$ cat src/sv/scsm_pkg.sv
package scsm_pkg;

  localparam int unsigned REG_BITS = 17;
  localparam int unsigned REG_IDX_BITS = 2;

  localparam logic [REG_IDX_BITS-1:0] REG_DRIVE = 2'd0;
  localparam logic [REG_IDX_BITS-1:0] REG_TONE  = 2'd1;

  localparam logic [REG_BITS-1:0] Q16_ONE = 17'h10000;
  localparam logic [REG_BITS:0] MIX_ONE = 18'h20000;

  localparam int unsigned GAIN_BITS = 21;
  localparam int unsigned GAIN_STEP = 15;
  localparam int unsigned Q16_SHIFT = 16;
  localparam int unsigned MIX_SHIFT = 17;

  typedef struct packed {
    logic valid;
    logic stall;
  } hs_t;

  function automatic logic [REG_BITS-1:0] clamp_q16(input logic [REG_BITS-1:0] v);
    return (v > Q16_ONE) ? Q16_ONE : v;
  endfunction

endpackage

$ cat src/sv/scsm_mix.sv
module scsm_mix #(
  parameter int unsigned SAMPLE_BITS = 24
) (
  input  logic                          clk_i,
  input  logic                          rst_ni,
  input  logic [scsm_pkg::REG_BITS-1:0] tone_i,
  input  logic                          valid_i,
  output logic                          stall_o,
  input  logic [SAMPLE_BITS-4:0]        ymag_i,
  input  logic                          neg_i,
  input  logic signed [SAMPLE_BITS-1:0] x_i,
  output logic                          valid_o,
  input  logic                          stall_i,
  output logic signed [SAMPLE_BITS-1:0] sample_o
);
  import scsm_pkg::*;

  localparam int unsigned QW = SAMPLE_BITS - 3;
  localparam int unsigned SW = SAMPLE_BITS + 20;
  localparam int unsigned RW = SW - MIX_SHIFT + 1;

  logic rdy1, rdy2, rdy3;
  logic v1_q, v2_q, v3_q;
  logic signed [SW-1:0] py1_q, px1_q, s2_q;
  logic signed [SAMPLE_BITS-1:0] out3_q;

  logic signed [QW:0]     y_d;
  logic [REG_BITS:0]      wet_d;
  logic [SW-1:0]          smag;
  logic [RW-1:0]          rmag;
  logic                   sneg;
  logic [RW-1:0]          max_pos, max_neg;
  logic signed [SAMPLE_BITS-1:0] out_d;

  assign rdy3    = !v3_q || !stall_i;
  assign rdy2    = !v2_q || rdy3;
  assign rdy1    = !v1_q || rdy2;
  assign stall_o = !rdy1;

  assign y_d   = neg_i ? -$signed({1'b0, ymag_i}) : $signed({1'b0, ymag_i});
  assign wet_d = MIX_ONE - (REG_BITS+1)'(tone_i);

  assign sneg    = s2_q[SW-1];
  assign smag    = sneg ? SW'(-s2_q) : SW'(s2_q);
  assign rmag    = RW'((smag + SW'(1 << (MIX_SHIFT - 1))) >> MIX_SHIFT);
  assign max_pos = (RW'(1) << (SAMPLE_BITS - 1)) - RW'(1);
  assign max_neg = RW'(1) << (SAMPLE_BITS - 1);

  always_comb begin
    if (sneg) begin
      out_d = (rmag > max_neg) ? SAMPLE_BITS'(max_neg) : SAMPLE_BITS'(-rmag);
    end else begin
      out_d = (rmag > max_pos) ? SAMPLE_BITS'(max_pos) : SAMPLE_BITS'(rmag);
    end
  end

  always_ff @(posedge clk_i or negedge rst_ni) begin
    if (!rst_ni) begin
      v1_q <= 1'b0;
      v2_q <= 1'b0;
      v3_q <= 1'b0;
    end else begin
      if (rdy1) v1_q <= valid_i;
      if (rdy2) v2_q <= v1_q;
      if (rdy3) v3_q <= v2_q;
    end
  end

  always_ff @(posedge clk_i) begin
    if (rdy1 && valid_i) begin
      py1_q <= y_d * $signed({1'b0, wet_d});
      px1_q <= x_i * $signed({1'b0, tone_i});
    end
    if (rdy2 && v1_q) begin
      s2_q <= py1_q + px1_q;
    end
    if (rdy3 && v2_q) begin
      out3_q <= out_d;
    end
  end

  assign valid_o  = v3_q;
  assign sample_o = out3_q;

endmodule
$ cat config.mk
export PLATFORM = sky130hd
export DESIGN_NAME = scsm_mix
export DESIGN_NICKNAME = d
export VERILOG_FILES = /design/src/sv/scsm_pkg.sv /design/src/sv/scsm_mix.sv
export SDC_FILE = /design/constraint.sdc
export NUM_CORES = 2
export LEC_CHECK = 0
export ABC_AREA = 1
export BUFFER_PORTS_ARGS = -buffer_cell sky130_fd_sc_hd__buf_2
export CAP_MARGIN = 0
export CORE_AREA = 4 4 296 298
export CTS_BUF_LIST = sky130_fd_sc_hd__clkbuf_4 sky130_fd_sc_hd__clkbuf_8 sky130_fd_sc_hd__clkbuf_16
export DETAILED_ROUTE_END_ITERATION = 6
export DIE_AREA = 0 0 300 302
export GPL_TIMING_DRIVEN = 0
export PLACE_DENSITY_LB_ADDON = 0.25
export SKIP_CTS_REPAIR_TIMING = 1
export SYNTH_ARGS = -nofsm -noshare
export SYNTH_HDL_FRONTEND = slang
export SYNTH_SLANG_ARGS = --single-unit
$ cat constraint.sdc
create_clock -name clk_i -period 9.1 [get_ports clk_i]
set_input_delay 0.91 -clock clk_i [delete_from_list [all_inputs] [get_ports clk_i]]
set_output_delay 0.91 -clock clk_i [all_outputs]
set_load 0.05 [all_outputs]
==> summary.md <==
| Metric | Value |
|---|---|
| Outcome | complete, no violations |
| Post-synth top area share | 0.395 |
| Setup Skew | 0.0144 ns |
| RePlAce Congestion | 0.986 |
| Layout cells sized above 1 | 0.0650 |
| Most used cell, CP | nand2_1 |
| Worst Path Required | 9.31 ns |
| Avg WL per Cell | 17.9 um |
| Dpl hpwl | 96,100 um |
| CP Capture Type | register |
| Final min period | 8.85 ns |
| CP Class | in2reg |
| Number of synthesized flops with an enable pin | 151 |
| Initial antenna violation count | 10 |
| Fmax | 113 MHz |
| Row count | 107 |
| Root Buffer | clkbuf_16 |
| Worst EP arrival | 9.07 ns |
| Count of final setup violators | 0 |
| Total negative slack | 0 ns |
| CP Max Fanout | 10 |
| DR DRC count | 0 |
| Synth area leaders | fa_1 39%, inv_1 12%, edfxtp_1 11%, nand2_1 9.6%, ha_1 7.9% |
| H-tree depth | 4 |
| Routed WL | 112,000 um |
| Pin count of the biggest net entering global routing | 45 |
| Core area | 84,900 um^2 |
| Synth Flop Type | edfxtp_1 |
| Syn nets | 6,149 |
| DRT antenna net count | 0 |
| Die Width | 300 um |
| Initial core utilization | 0.478 |
| Clk Latency, worst-skew pair | 0.43 ns |
| Hold/Removal Path Class | in2async |
| RSZ-0062 raised after global routing | yes |
| DRT Pass-1 Iters | 7 |
| DR vias | 31,990 |
| Total global routing overflow | 0 |
| Dpl cell area | 42,300 um^2 |
| Tcrit/Tclk final | 0.973 |
| Top cells by count, synth | 1,325 x inv_1, 1,033 x nand2_1, 799 x fa_1 |
| Max_cap viols | 0 |
| Syn. warnings | 0 |
| Layout net count | 6,234 |
| CP Launch Point | tone_i[1] |
| IO buf count | 51 |
| Synthesized area | 40,500 um^2 |
| Number of DRC violations after detailed-routing iteration 0 | 2,595 |
| Die Ht | 302 um |
| CTS max path bufs | 2 |
| Synth Instances | 5,027 |
| Seq/Total Area, Yosys | 0.114 |
| Worst r2r src | s2_q[5]$_DFFE_PP_ |
| Die area | 90,600 um^2 |
| Area of the multi-input gates | 30,500 um^2 |
| Yosys top cell by area | fa_1 |
| Slowest-stage cell, CP | fa_1 |
| Vias in the first global route | 32,991 |
| Clock transition at path regs | 0.06 ns |
| Number of synthesized register bits | 154 |
| TritonCTS Buffers | 17 |
| Actual slew at the worst max-slew pin | 1.07 ns |
| CTS tree | yes |
| CTS Sinks | 154 |
| P&R area growth vs syn | 6.74% |
| Fillers | 8,311 |
| Fin. Hold Viols | 0 |
| Max incr delay on CP | 0.54 ns |
| Design Area, Final | 43,300 um^2 |
| Final cell count without fillers | 6,273 |
| Asr flop ratio synth | 0.0195 |
| Syn Area/Cell | 8.06 um^2 |
| First-pass GRT wire length | 180,000 um |
| GR Util All Layers | 0.256 |
| Ports | 93 |
| Crit start category | input port |
| Post-Place Cells | 6,225 |
| Max-slew violation count | 0 |
| Post-synth cell types | 56 |
| Post-layout util | 0.510 |
| Cell with the most instances after synthesis | inv_1 |
| Slew margin rel. | 0.290 |
| Number of vias per cell | 5.10 |
| Register area | 4610 um^2 |
[layout by cell type, fill, tap and decap left out, types with 62 or more instances in the layout]
cell type,n
nand2_1,1028
edfxtp_1,151
fa_1,798
xor2_1,91
inv_1,1317
a21oi_1,151
nor2_1,448
ha_1,256
buf_2,62
o21ai_0,85
clkbuf_1,113
nand3_1,134
[area by class of cell]
| type | count | share of cell area |
|---|---|---|
| sequential | 154 | 0.107 |
| antenna | 5 | 0.000289 |
| clock buffer | 18 | 0.0100 |
| buffer | 161 | 0.0165 |
| inverter | 1350 | 0.118 |
| clock inverter | 13 | 0.00254 |
| timing repair buffer | 66 | 0.00925 |
| multi-input combinational | 3362 | 0.704 |
| tap | 1144 | 0.0331 |
[flip-flops by register name, summed over array words and instances (netlist names)]
| signal | count |
|---|---|
| v2_q | 1 |
| valid_o | 1 |
| py1_q | 41 |
| px1_q | 42 |
| v1_q | 1 |
| s2_q | 44 |
| sample_o | 24 |
[routing by layer]
metal	track usage	wire (um)
met1	0.346	46900
met2	0.416	51700
met3	0.0626	10600
met4	0.0699	3110
met5	0	103
[cells by family after synthesis]
logic type	after synthesis	share of synthesized area
simple gates	1815	0.191
buf+inv	1511	0.142
fa+ha+maj	1055	0.474
compound gates	332	0.0452
xor+xnor	160	0.0346
flops	154	0.114
[final timing paths]
check	to	slack [ns]	depth (start not counted)
setup / recovery	py1_q[39]$_DFFE_PP_	0.25	33
hold / removal	valid_o$_DFFE_PN0P_	0.26	1
setup reg to reg	sample_o[10]$_DFFE_PP_	5.37	24
hold reg to reg	valid_o$_DFFE_PN0P_	0.48	2
max in group asynchronous	v1_q$_DFFE_PN0N_	8.73	1
min in group clk_i	valid_o$_DFFE_PN0P_	0.48	2
[critical path: cells and delay by family]
kind / cells / cell delay, ns
compound gates: 5 / 0.88
xor+xnor: 2 / 0.83
fa+ha+maj: 8 / 3.61
buf+inv: 8 / 1.20
simple gates: 10 / 1.59
[metrics by stage]
stage | hold WS [ns] | setup slack, ns
4_1_cts | 0.241 | -1.92
5_1_grt | 0.238 | -0.0878
6_report | 0.262 | 0.246
3_3_place_gp | 0.452 | -2.32
2_1_floorplan | 0.433 | 0.704
3_5_place_dp | 0.462 | -2.34
Power is not shown: default switching activity piles up to over one toggle a cycle in this logic, so the estimate is an artifact.
