--- src/sv/scsm_pkg.sv ---
package scsm_pkg;

  localparam int unsigned REG_BITS = 17;
  localparam int unsigned REG_IDX_BITS = 2;

  localparam logic [REG_IDX_BITS-1:0] REG_DRIVE = 2'd0;
  localparam logic [REG_IDX_BITS-1:0] REG_TONE  = 2'd1;

  localparam logic [REG_BITS-1:0] Q16_ONE = 17'h10000;
  localparam logic [REG_BITS:0] MIX_ONE = 18'h20000;

  localparam int unsigned GAIN_BITS = 21;
  localparam int unsigned GAIN_STEP = 15;
  localparam int unsigned Q16_SHIFT = 16;
  localparam int unsigned MIX_SHIFT = 17;

  typedef struct packed {
    logic valid;
    logic stall;
  } hs_t;

  function automatic logic [REG_BITS-1:0] clamp_q16(input logic [REG_BITS-1:0] v);
    return (v > Q16_ONE) ? Q16_ONE : v;
  endfunction

endpackage

--- src/sv/scsm_div.sv ---
module scsm_div #(
  parameter int unsigned SAMPLE_BITS = 24
) (
  input  logic                          clk_i,
  input  logic                          rst_ni,
  input  logic                          valid_i,
  output logic                          stall_o,
  input  logic [SAMPLE_BITS+5:0]        den_i,
  input  logic [SAMPLE_BITS+5:0]        rem_i,
  input  logic [SAMPLE_BITS-4:0]        nlow_i,
  input  logic                          neg_i,
  input  logic signed [SAMPLE_BITS-1:0] x_i,
  output logic                          valid_o,
  input  logic                          stall_i,
  output logic [SAMPLE_BITS-4:0]        ymag_o,
  output logic                          neg_o,
  output logic signed [SAMPLE_BITS-1:0] x_o
);
  import scsm_pkg::*;

  localparam int unsigned QW = SAMPLE_BITS - 3;
  localparam int unsigned DW = SAMPLE_BITS + 6;

  logic                          src_v   [QW+1];
  logic [DW-1:0]                 src_den [QW+1];
  logic [DW-1:0]                 src_rem [QW+1];
  logic [QW-1:0]                 src_nb  [QW+1];
  logic [QW-1:0]                 src_q   [QW+1];
  logic                          src_neg [QW+1];
  logic signed [SAMPLE_BITS-1:0] src_x   [QW+1];
  logic                          rdy     [QW+1];

  assign src_v[0]   = valid_i;
  assign src_den[0] = den_i;
  assign src_rem[0] = rem_i;
  assign src_nb[0]  = nlow_i;
  assign src_q[0]   = '0;
  assign src_neg[0] = neg_i;
  assign src_x[0]   = x_i;
  assign rdy[QW]    = !stall_i;

  for (genvar i = 0; i < QW; i++) begin : g_step
    logic [DW:0]   rem2;
    logic [DW:0]   diff;
    logic          take;
    logic          v_q;
    logic [DW-1:0] den_q, rem_q;
    logic [QW-1:0] nb_q, q_q;
    logic          neg_q;
    logic signed [SAMPLE_BITS-1:0] x_q;

    assign rem2 = {src_rem[i], src_nb[i][QW-1]};
    assign diff = rem2 - {1'b0, src_den[i]};
    assign take = rem2 >= {1'b0, src_den[i]};
    assign rdy[i] = !v_q || rdy[i+1];

    always_ff @(posedge clk_i or negedge rst_ni) begin
      if (!rst_ni) begin
        v_q <= 1'b0;
      end else if (rdy[i]) begin
        v_q <= src_v[i];
      end
    end

    always_ff @(posedge clk_i) begin
      if (rdy[i] && src_v[i]) begin
        den_q <= src_den[i];
        rem_q <= take ? diff[DW-1:0] : rem2[DW-1:0];
        nb_q  <= src_nb[i] << 1;
        q_q   <= {src_q[i][QW-2:0], take};
        neg_q <= src_neg[i];
        x_q   <= src_x[i];
      end
    end

    assign src_v[i+1]   = v_q;
    assign src_den[i+1] = den_q;
    assign src_rem[i+1] = rem_q;
    assign src_nb[i+1]  = nb_q;
    assign src_q[i+1]   = q_q;
    assign src_neg[i+1] = neg_q;
    assign src_x[i+1]   = x_q;
  end

  assign stall_o = !rdy[0];
  assign valid_o = src_v[QW];
  assign ymag_o  = src_q[QW];
  assign neg_o   = src_neg[QW];
  assign x_o     = src_x[QW];

endmodule

--- config.mk ---
export PLATFORM = sky130hd
export DESIGN_NAME = scsm_div
export DESIGN_NICKNAME = d
export VERILOG_FILES = /design/src/sv/scsm_pkg.sv /design/src/sv/scsm_div.sv
export SDC_FILE = /design/constraint.sdc
export NUM_CORES = 2
export LEC_CHECK = 0
export BUFFER_PORTS_ARGS = -buffer_cell sky130_fd_sc_hd__clkbuf_2
export CELL_PAD_IN_SITES_DETAIL_PLACEMENT = 0
export CELL_PAD_IN_SITES_GLOBAL_PLACEMENT = 1
export CORE_UTILIZATION = 25
export DETAILED_ROUTE_END_ITERATION = 8
export PLACE_DENSITY = 0.47
export SLEW_MARGIN = 20
export SYNTH_ARGS = -nofsm -noshare
export SYNTH_HDL_FRONTEND = slang
export SYNTH_SLANG_ARGS = --single-unit
--- constraint.sdc ---
create_clock -name clk_i -period 10.1 [get_ports clk_i]
set_input_delay 0.505 -clock clk_i [delete_from_list [all_inputs] [get_ports clk_i]]
set_output_delay 0.505 -clock clk_i [all_outputs]
set_load 0.05 [all_outputs]
==> impl_metrics.yaml <==
outcome:
  status: "finished, final reports clean"
placed_design:
  numPortBuffers: 157
  place_congestion: 0.915
  placed_cells: 13800
  dp_worst_setup_slack_ns: 5.40
  dpl.hpwl_um: 212000
  placed_area_um2: 114000
final_layout:
  fillers: 42400
  final_cell_area_um2: 123000
  final_common_cell: "edfxtp_1"
  most-common-layout-cells: "edfxtp_1 (2166), inv_1 (814), ha_1 (630), a21oi_1 (564), nand2_1 (435)"
  nets: 9321
  finalNonFillerCells: 14400
  areaGrowthSynthToFinish_pct: 16.6
  final_layout_size_suffix_gt1_share_pct: 11.8
global_route:
  grt-ovfl-total: 0
  grt.total_usage_pct: 12.6
  grt_pass1_wl_um: 411000
  grt_pass1_vias: 67300
  antenna_found_initial: 22
  grt_max_degree: 107
routing:
  drc_errors: 0
  first_pass_iters: 5
  vias: 63500
  drt_iter0_markers: 3209
  vias_per_cell: 4.41
  drtAntennaViolNets: 0
  wl_per_cell_um: 19.0
  routed_wl_um: 274000
logic_synthesis:
  syn-cell-area_um2: 106000
  ys_warn_count: 0
  synth.ff_latch_count: 2187
  yosysSeqAreaShare_pct: 62.1
  netlist_instances: 8094
  syn_avg_cell_area_um2: 13.0
  synth_edf_count: 2166
  async_flop_share_pct: 0.960
  synthFlopType: "edfxtp_1"
  synth_nets: 8854
  synthDistinctLibCells: 105
floorplan:
  start_util_pct: 25.1
  num_rows: 238
  io_pins: 158
  fp.dieW_um: 652
  die_y_um: 652
  dieArea_um2: 425000
  core_area_um2: 420000
clocking:
  clkTransAtPathRegs_ns: 0.06
  clkSinkCount: 2187
  clockBufferDepth: 4
  root_buffer: "clkbuf_16"
  cts_htree_levels: 5
  cts_buffers: 273
  cts_resized: 0
  clkLatencyLatePin_ns: 0.90
  cts_tree: "done"
setup_path:
  r2r-start: "g_step[12].den_q[3]"
  crit_end: "g_step[13].rem_q[18]"
  startpoint: "g_step[12].den_q[3]"
  crit_path_frequent_cell: "a211oi_1"
  crit_required_ns: 10.74
  cp.arrival_ns: 5.30
  slowest_delay_ns: 0.90
  worstPathCellList: "inv_1 > ha_1 > nand3_1 > a211oi_1 > o311ai_1 > a211oi_1 > o31ai_2 > o21ai_0 > a31oi_4 > buf_4 > inv_2 > mux2_2"
  crit_path_end_kind: "flip-flop"
  crit_type: "reg2reg"
  critPathLaunchType: "flip-flop"
  rr_worst_depth: 12
  cp_num_cells: 12
  crit_buf_inv: 3
  rr_endpoint: "g_step[13].rem_q[18]"
  cp_max_fo: 55
  r2r_setup_slack_ns: 5.44
  crit_slowest_cell: "a211oi_1"
  cp_top_family: "compound AO/OA/AOI/OAI gates"
timing:
  clock_skew_ns: 0.0484
  setup_violations: 0
  worst_hold_slack_ns: 0.0969
  hold_viol: 0
  relSlewSlack_pct: 31.1
  fin_crit_ns: 4.66
  setup_slack_ns: 5.44
  fmaxAchievable_mhz: 215
  rsz0062_at_grt: "no"
  fin_crit_sh_pct: 46.1
  maxSlewViolCount: 0
  tns_ns: 0
  worst_pin_slew_ns: 1.03
hold_path:
  whs_path_depth: 3
  hold_path.class: "in2reg"
run:
  max_cap_violations: 0
pwr:
  vdd_drop_max_uv: 125
  p_leak_nw: 47.4
  p_per_area_nw_per_um2: 315
[cell families after synthesis]
| logic type | after synthesis | synth area share, % |
|---|---|---|
| fa+ha+maj | 650 | 7.84 |
| simple gates | 1650 | 7.65 |
| flops | 2187 | 62.1 |
| buf+inv | 946 | 3.50 |
| xor+xnor | 455 | 3.77 |
| compound gates | 1868 | 11.4 |
| mux | 338 | 3.76 |
[how the worst min path moves through the flow]
stage	slack, ns	start	endpoint
6_report	0.1	rem_i[5]	g_step[0].rem_q[6]
5_1_grt	0.02	rem_i[3]	g_step[0].rem_q[4]
4_1_cts	0.01	rem_i[1]	g_step[0].rem_q[2]
3_5_place_dp	0.40	g_step[9].nb_q[15]	g_step[10].nb_q[16]
3_3_place_gp	0.40	g_step[15].x_q[20]	g_step[16].x_q[20]
2_1_floorplan	0.21	rst_ni	g_step[0].v_q
[where the power goes]
group,switching [mW],internal (mW)
combinational,8.71,6.44
clock,3.97,5.43
sequential,1.17,13.0
[per-layer routing]
metal / up-vias / share of wire [%] / global-route usage [%] / routed length [µm]
met1: 30800 / 38 / 12.9 / 103000
met3: 593 / 2.9 / 1.63 / 8070
li1: 31100 / - / - / -
met4: 4 / 5.5 / 6.41 / 15000
met2: 1052 / 54 / 24.6 / 148000
met5: - / 0.010 / 0 / 28
[worst reg2reg max path: stages, from the launching register on]
cell      delay, ns
edfxtp_1       0.41
inv_1          0.06
ha_1           0.34
nand3_1        0.37
a211oi_1       0.46
o311ai_1       0.23
a211oi_1       0.90
o31ai_2        0.24
o21ai_0        0.45
a31oi_4        0.12
buf_4          0.30
inv_2          0.16
mux2_2         0.34
[cell usage after synthesis, drive strengths merged, types with 23 or more instances]
cell	n	area share, %
a211oi	66	0.48
a21boi	33	0.23
a21o	266	1.9
a21oi	570	2.7
a31oi	66	0.40
and2	42	0.25
and3	70	0.41
and4	25	0.21
buf	63	0.36
clkbuf	66	0.24
edfxtp	2166	62
ha	630	7.5
inv	817	2.9
mux2	311	3.5
mux2i	27	0.26
nand2	436	1.5
nand2b	78	0.46
nand3	119	0.56
nand3b	23	0.16
nand4	96	0.57
nor2	432	1.5
nor2b	90	0.53
nor3	103	0.49
o211ai	38	0.28
o21a	88	0.63
o21ai	401	1.9
o21bai	54	0.39
o31ai	39	0.29
or2	34	0.20
or3	33	0.20
xnor2	291	2.4
xor2	164	1.4
[through the flow]
stage	total power, mW	util [%]
after detailed placement	29.6	27.0
final	38.8	29.3
after global placement	29.6	27.0
after global routing	41.3	29.3
after CTS	39.4	29.3
after floorplan	25.3	-
[flip-flops by register name, indices dropped and copies added, names as in the netlist]
signal and flops:
g_step.rem_q 600, g_step.v_q 20, ymag_o 21, valid_o 1
g_step.den_q 600, g_step.nb_q 210, g_step.q_q 210, x_o 24
g_step.neg_q 20, neg_o 1, g_step.x_q 480
[cell type report]
cell class | count | area (µm²) | share of cell area (%)
Sequential cell | 2187 | 65600 | 53.3
Multi-Input combinational cell | 4961 | 36600 | 29.7
Clock buffer | 334 | 7120 | 5.79
Tap cell | 5640 | 7060 | 5.73
Inverter | 817 | 3070 | 2.49
Timing Repair Buffer | 321 | 2300 | 1.87
Clock inverter | 146 | 1420 | 1.15
Antenna cell | 5 | 12.5 | 0.0102
[repair_timing]
item,4_1_cts,5_1_grt
setup buffers,0,0
hold buffers,102,0
hold endpoints to repair,128,0
setup endpoints to repair,0,0
Note: power is estimated with default switching activity, not from simulation.
