==> src/sv/scsm_pkg.sv <==
package scsm_pkg;

  localparam int unsigned REG_BITS = 17;
  localparam int unsigned REG_IDX_BITS = 2;

  localparam logic [REG_IDX_BITS-1:0] REG_DRIVE = 2'd0;
  localparam logic [REG_IDX_BITS-1:0] REG_TONE  = 2'd1;

  localparam logic [REG_BITS-1:0] Q16_ONE = 17'h10000;
  localparam logic [REG_BITS:0] MIX_ONE = 18'h20000;

  localparam int unsigned GAIN_BITS = 21;
  localparam int unsigned GAIN_STEP = 15;
  localparam int unsigned Q16_SHIFT = 16;
  localparam int unsigned MIX_SHIFT = 17;

  typedef struct packed {
    logic valid;
    logic stall;
  } hs_t;

  function automatic logic [REG_BITS-1:0] clamp_q16(input logic [REG_BITS-1:0] v);
    return (v > Q16_ONE) ? Q16_ONE : v;
  endfunction

endpackage

==> src/sv/scsm_gain.sv <==
module scsm_gain #(
  parameter int unsigned SAMPLE_BITS = 24
) (
  input  logic                             clk_i,
  input  logic                             rst_ni,
  input  logic [scsm_pkg::REG_BITS-1:0]    drive_i,
  input  logic                             valid_i,
  output logic                             stall_o,
  input  logic signed [SAMPLE_BITS-1:0]    x_i,
  output logic                             valid_o,
  input  logic                             stall_i,
  output logic [SAMPLE_BITS+5:0]           den_o,
  output logic [SAMPLE_BITS+5:0]           rem_o,
  output logic [SAMPLE_BITS-4:0]           nlow_o,
  output logic                             neg_o,
  output logic signed [SAMPLE_BITS-1:0]    x_o
);
  import scsm_pkg::*;

  localparam int unsigned FB = SAMPLE_BITS - 4;
  localparam int unsigned PW = SAMPLE_BITS + GAIN_BITS;
  localparam int unsigned MW = SAMPLE_BITS + 5;
  localparam int unsigned DW = SAMPLE_BITS + 6;
  localparam int unsigned NW = MW + FB + 1;

  logic rdy1, rdy2, rdy3;

  logic                          v1_q, v2_q, v3_q;
  logic [SAMPLE_BITS-1:0]        xmag1_q;
  logic [GAIN_BITS-1:0]          g1_q;
  logic                          neg1_q, neg2_q, neg3_q;
  logic signed [SAMPLE_BITS-1:0] x1_q, x2_q, x3_q;
  logic [PW-1:0]                 prod2_q;
  logic [DW-1:0]                 den3_q, rem3_q;
  logic [FB:0]                   nlow3_q;

  logic [SAMPLE_BITS-1:0] xmag_d;
  logic [GAIN_BITS-1:0]   g_d;
  logic [PW-1:0]          msum;
  logic [MW-1:0]          m_d;
  logic [DW-1:0]          den_d;
  logic [NW-1:0]          num_d;

  assign rdy3    = !v3_q || !stall_i;
  assign rdy2    = !v2_q || rdy3;
  assign rdy1    = !v1_q || rdy2;
  assign stall_o = !rdy1;

  assign xmag_d = x_i[SAMPLE_BITS-1] ? (~x_i + 1'b1) : x_i;
  assign g_d    = GAIN_BITS'(Q16_ONE) + GAIN_BITS'(drive_i) * GAIN_BITS'(GAIN_STEP);

  assign msum  = prod2_q + PW'(1 << (Q16_SHIFT - 1));
  assign m_d   = MW'(msum >> Q16_SHIFT);
  assign den_d = DW'(1) << FB | DW'(0);
  assign num_d = (NW'(m_d) << FB) + NW'((den_d + DW'(m_d)) >> 1);

  always_ff @(posedge clk_i or negedge rst_ni) begin
    if (!rst_ni) begin
      v1_q <= 1'b0;
      v2_q <= 1'b0;
      v3_q <= 1'b0;
    end else begin
      if (rdy1) v1_q <= valid_i;
      if (rdy2) v2_q <= v1_q;
      if (rdy3) v3_q <= v2_q;
    end
  end

  always_ff @(posedge clk_i) begin
    if (rdy1 && valid_i) begin
      xmag1_q <= xmag_d;
      g1_q    <= g_d;
      neg1_q  <= x_i[SAMPLE_BITS-1];
      x1_q    <= x_i;
    end
    if (rdy2 && v1_q) begin
      prod2_q <= PW'(xmag1_q) * PW'(g1_q);
      neg2_q  <= neg1_q;
      x2_q    <= x1_q;
    end
    if (rdy3 && v2_q) begin
      den3_q  <= den_d + DW'(m_d);
      rem3_q  <= DW'(num_d[NW-1:FB+1]);
      nlow3_q <= num_d[FB:0];
      neg3_q  <= neg2_q;
      x3_q    <= x2_q;
    end
  end

  assign valid_o = v3_q;
  assign den_o   = den3_q;
  assign rem_o   = rem3_q;
  assign nlow_o  = nlow3_q;
  assign neg_o   = neg3_q;
  assign x_o     = x3_q;

endmodule

==> config.mk <==
export PLATFORM = sky130hd
export DESIGN_NAME = scsm_gain
export DESIGN_NICKNAME = d
export VERILOG_FILES = /design/src/sv/scsm_pkg.sv /design/src/sv/scsm_gain.sv
export SDC_FILE = /design/constraint.sdc
export NUM_CORES = 2
export LEC_CHECK = 0
export BUFFER_PORTS_ARGS = -buffer_cell sky130_fd_sc_hd__clkbuf_2
export CAP_MARGIN = 20
export CORE_MARGIN = 2
export CORE_UTILIZATION = 60
export CTS_BUF_LIST = sky130_fd_sc_hd__clkbuf_4 sky130_fd_sc_hd__clkbuf_8
export DETAILED_ROUTE_END_ITERATION = 10
export PLACE_DENSITY = 0.8
export SETUP_SLACK_MARGIN = 0.1
export SLEW_MARGIN = 0
export SYNTH_ARGS = -nofsm -noshare
export SYNTH_HDL_FRONTEND = slang
export SYNTH_SLANG_ARGS = --single-unit
==> constraint.sdc <==
create_clock -name clk_i -period 10.6 [get_ports clk_i]
set_input_delay 0.53 -clock clk_i [delete_from_list [all_inputs] [get_ports clk_i]]
set_output_delay 0.53 -clock clk_i [all_outputs]
set_load 0.05 [all_outputs]
==> results_dict.tcl <==
set metrics [dict create \
    status "finished, final reports clean" \
    cts_buffers 36 \
    setup-violations-final 0 \
    grt_pass1_vias 19200 \
    vias 18000 \
    ys_seq_elements 209 \
    ff2ff_path_depth 20 \
    tightest_slew_ns 1.14 \
    grt-ovfl-total 0 \
    rows 76 \
    hold_class "primary input to flip-flop" \
    gp_congestion 0.930 \
    cp.required_ns 10.91 \
    cts.path.max_buffers 3 \
    drv_slew 0 \
    syn_area_um2 26300 \
    maxCapViolCount 0 \
    finalNonFillerCells 3187 \
    cts.htree.levels 2 \
    fillers 3351 \
    ys_warn_count 0 \
    fmax_mhz 124 \
    multiInputGateArea_um2 17700 \
    cp_slowest_cell "edfxtp_1" \
    final.setup.tns_ns 0 \
    die_h_um 213 \
    seq_area_frac_synth_pct 23.8 \
    ys.flop_type "edfxtp_1" \
    slowest_delay_ns 0.98 \
    synth.avg_cell_area_um2 10.5 \
    cts_setup_buffers 0 \
    hold_viol_final 0 \
    nNetsFinal 3277 \
    cts_tree "yes" \
    drtIter0Drc 1222 \
    preCtsSetupSlack_ns 2.66 \
    die_w_um 213 \
    drc 0 \
    utilization_pct 64.9 \
    layout-drive-gt1-share_pct 9.46 \
    critPathMostFrequentCell "fa_1" \
    initial_core_util_pct 60.9 \
    holdPathStages 2 \
    cts.sinks 209 \
    wirelength_um 61600 \
    fin_ws_ns 2.53 \
    synth_fp_nets 3204 \
    antenna_found_initial 1 \
    final_antenna_net_count 0 \
    clkTransAtPathRegs_ns 0.06 \
    synth_edf_count 206 \
    post_drt_wl_per_cell_um 19.3 \
    finalClockSkew_ns 0.0379 \
    grt_max_degree 85 \
    cts.root.buffer_cell "clkbuf_8" \
    clk_latency_ns 0.59 \
    synth-async-reset-ratio_pct 1.44 \
    mostFrequentLayoutCells "inv_1, fa_1, nand2_1, and2_1, edfxtp_1" \
    seqCellArea_um2 6260 \
    final_common_cell "inv_1" \
    slew_headroom_pct 23.7 \
    grt_pass1_wl_um 99600 \
    yosysUniqueCellTypes 72 \
    post-route-period-util_pct 76.2 \
    ioPinCount 153 \
    hpwl_um 49100 \
    synth_cells 2508 \
    critPathKind "flip-flop to flip-flop" \
    dieArea_um2 45500 \
    dr.pass1.iters 5 \
    cp_data_arrival_time_ns 8.39 \
    placed_cells 3126 \
    cp_max_fo 24 \
    start_kind "flip-flop" \
    fin_crit_ns 8.07 \
    grt_usage_pct 28.5 \
    critPathCaptureType "flip-flop" \
    cp_cell_sequence "nand2_1 > fa_1 > inv_1 > fa_1 > inv_1 > fa_1 > inv_1 > fa_1 > fa_1 > fa_1 > fa_1 > ha_1 > nand4_1 > nor2_1 > a221oi_1 > nand3_1 > a31oi_1 > o21ai_1 > or4_1 > and4_1" \
    syn_to_final_growth_pct 6.51 \
    rsz0062_at_grt "no" \
    core_area_um2 43200 \
    viasPerCell 5.64 \
    port_buffers 151 \
]
layer usage:
metal / wire, µm / GRT usage, %
met1: 23900 / 37.5
met2: 29600 / 46.4
met3: 5040 / 5.51
met4: 2980 / 12.8
met5: 23 / 0
per-stage QoR:
stage,hold slack (ns),cell area (µm²)
floorplan,0.234,26300
detailed placement,0.330,27300
global placement,0.326,27300
CTS,0.122,28000
global route,0.136,28000
finish,0.155,28000
cells by family (layout without fill, tap and decap cells):
group,count (synthesis),count (layout),share of synthesized area (%)
buffers and inverters,602,695,9.02
other,1,2,0.0143
adder cells (fa/ha/maj),651,651,43.7
AO/OA/AOI/OAI,186,186,4.72
AND/OR/NAND/NOR,733,733,14.5
XOR/XNOR,126,126,4.20
flip-flops,209,209,23.8
state kept, by name, indices dropped and copies added, names as in the netlist:
name	flops
g1_q	21
nlow_o	1
v2_q	1
neg1_q	1
valid_o	1
prod2_q	30
x2_q	23
xmag1_q	24
neg_o	1
neg2_q	1
v1_q	1
rem_o	29
den_o	30
x_o	23
x1_q	22
worst paths after layout:
check,start,endpoint,slack (ns)
worst max-delay path,g1_q[12],prod2_q[38],2.53
worst min-delay path,valid_i,v1_q,0.16
worst max register to register,g1_q[12],prod2_q[38],2.53
worst min register to register,x1_q[19],x2_q[19],0.42
max in group asynchronous,rst_ni,valid_o,10.19
min in group asynchronous,rst_ni,v1_q,0.29
worst max-delay path, delay by kind of cell (launching register included):
kind | cells | cell delay, ns
adders and majority gates | 8 | 3.98
and+or+nand+nor | 6 | 1.56
AOI/OAI and AO/OA | 3 | 1.11
DFF | 1 | 0.98
buffers and inverters | 3 | 0.15
cell usage after synthesis (3+ instances only):
| cell | n | area, µm² |
|---|---|---|
| nand2_1 | 298 | 1120 |
| or3_1 | 6 | 37.5 |
| xor2_1 | 42 | 368 |
| a21boi_0 | 5 | 37.5 |
| a31o_2 | 3 | 26.3 |
| a211oi_1 | 7 | 52.6 |
| o21bai_1 | 5 | 37.5 |
| buf_2 | 6 | 30.0 |
| a21o_1 | 26 | 195 |
| nor3b_1 | 3 | 22.5 |
| nand2b_1 | 10 | 62.6 |
| fa_1 | 446 | 8930 |
| o41ai_1 | 6 | 52.6 |
| xnor2_1 | 84 | 736 |
| dfrtp_1 | 3 | 75.1 |
| nand4_1 | 15 | 93.8 |
| o21a_1 | 9 | 67.6 |
| nor2_1 | 40 | 150 |
| or4_1 | 6 | 45.0 |
| nor4_1 | 11 | 68.8 |
| inv_1 | 471 | 1770 |
| and2_1 | 263 | 1650 |
| or2_2 | 3 | 18.8 |
| nor3_1 | 12 | 60.1 |
| edfxtp_1 | 206 | 6190 |
| a31oi_1 | 9 | 56.3 |
| clkbuf_1 | 98 | 368 |
| ha_1 | 205 | 2560 |
| nor2b_1 | 7 | 43.8 |
| a21oi_1 | 53 | 265 |
| nand3_1 | 27 | 135 |
| o211ai_1 | 5 | 37.5 |
| buf_4 | 23 | 173 |
| and4_1 | 4 | 35.0 |
| o21ai_0 | 26 | 130 |
| o31ai_1 | 9 | 67.6 |
| and3_1 | 10 | 62.6 |
repair_timing:
| action | 4_1_cts | 5_1_grt |
|---|---|---|
| setup endpoints to repair | 0 | 0 |
| hold buffers | 1 | 0 |
| resized for setup | 0 | 0 |
| hold endpoints to repair | 3 | 0 |
area by class of cell:
class                           count  area share (%)
Clock buffer                       50            2.14
Inverter                          471            6.31
Multi-Input combinational cell   1697            63.1
Antenna cell                        1         0.00893
Timing Repair Buffer              166            3.15
Clock inverter                      8           0.304
Sequential cell                   209            22.4
Tap cell                          585            2.61
Power is not shown: default switching activity piles up to over one toggle a cycle in this logic, so the estimate is an artifact.
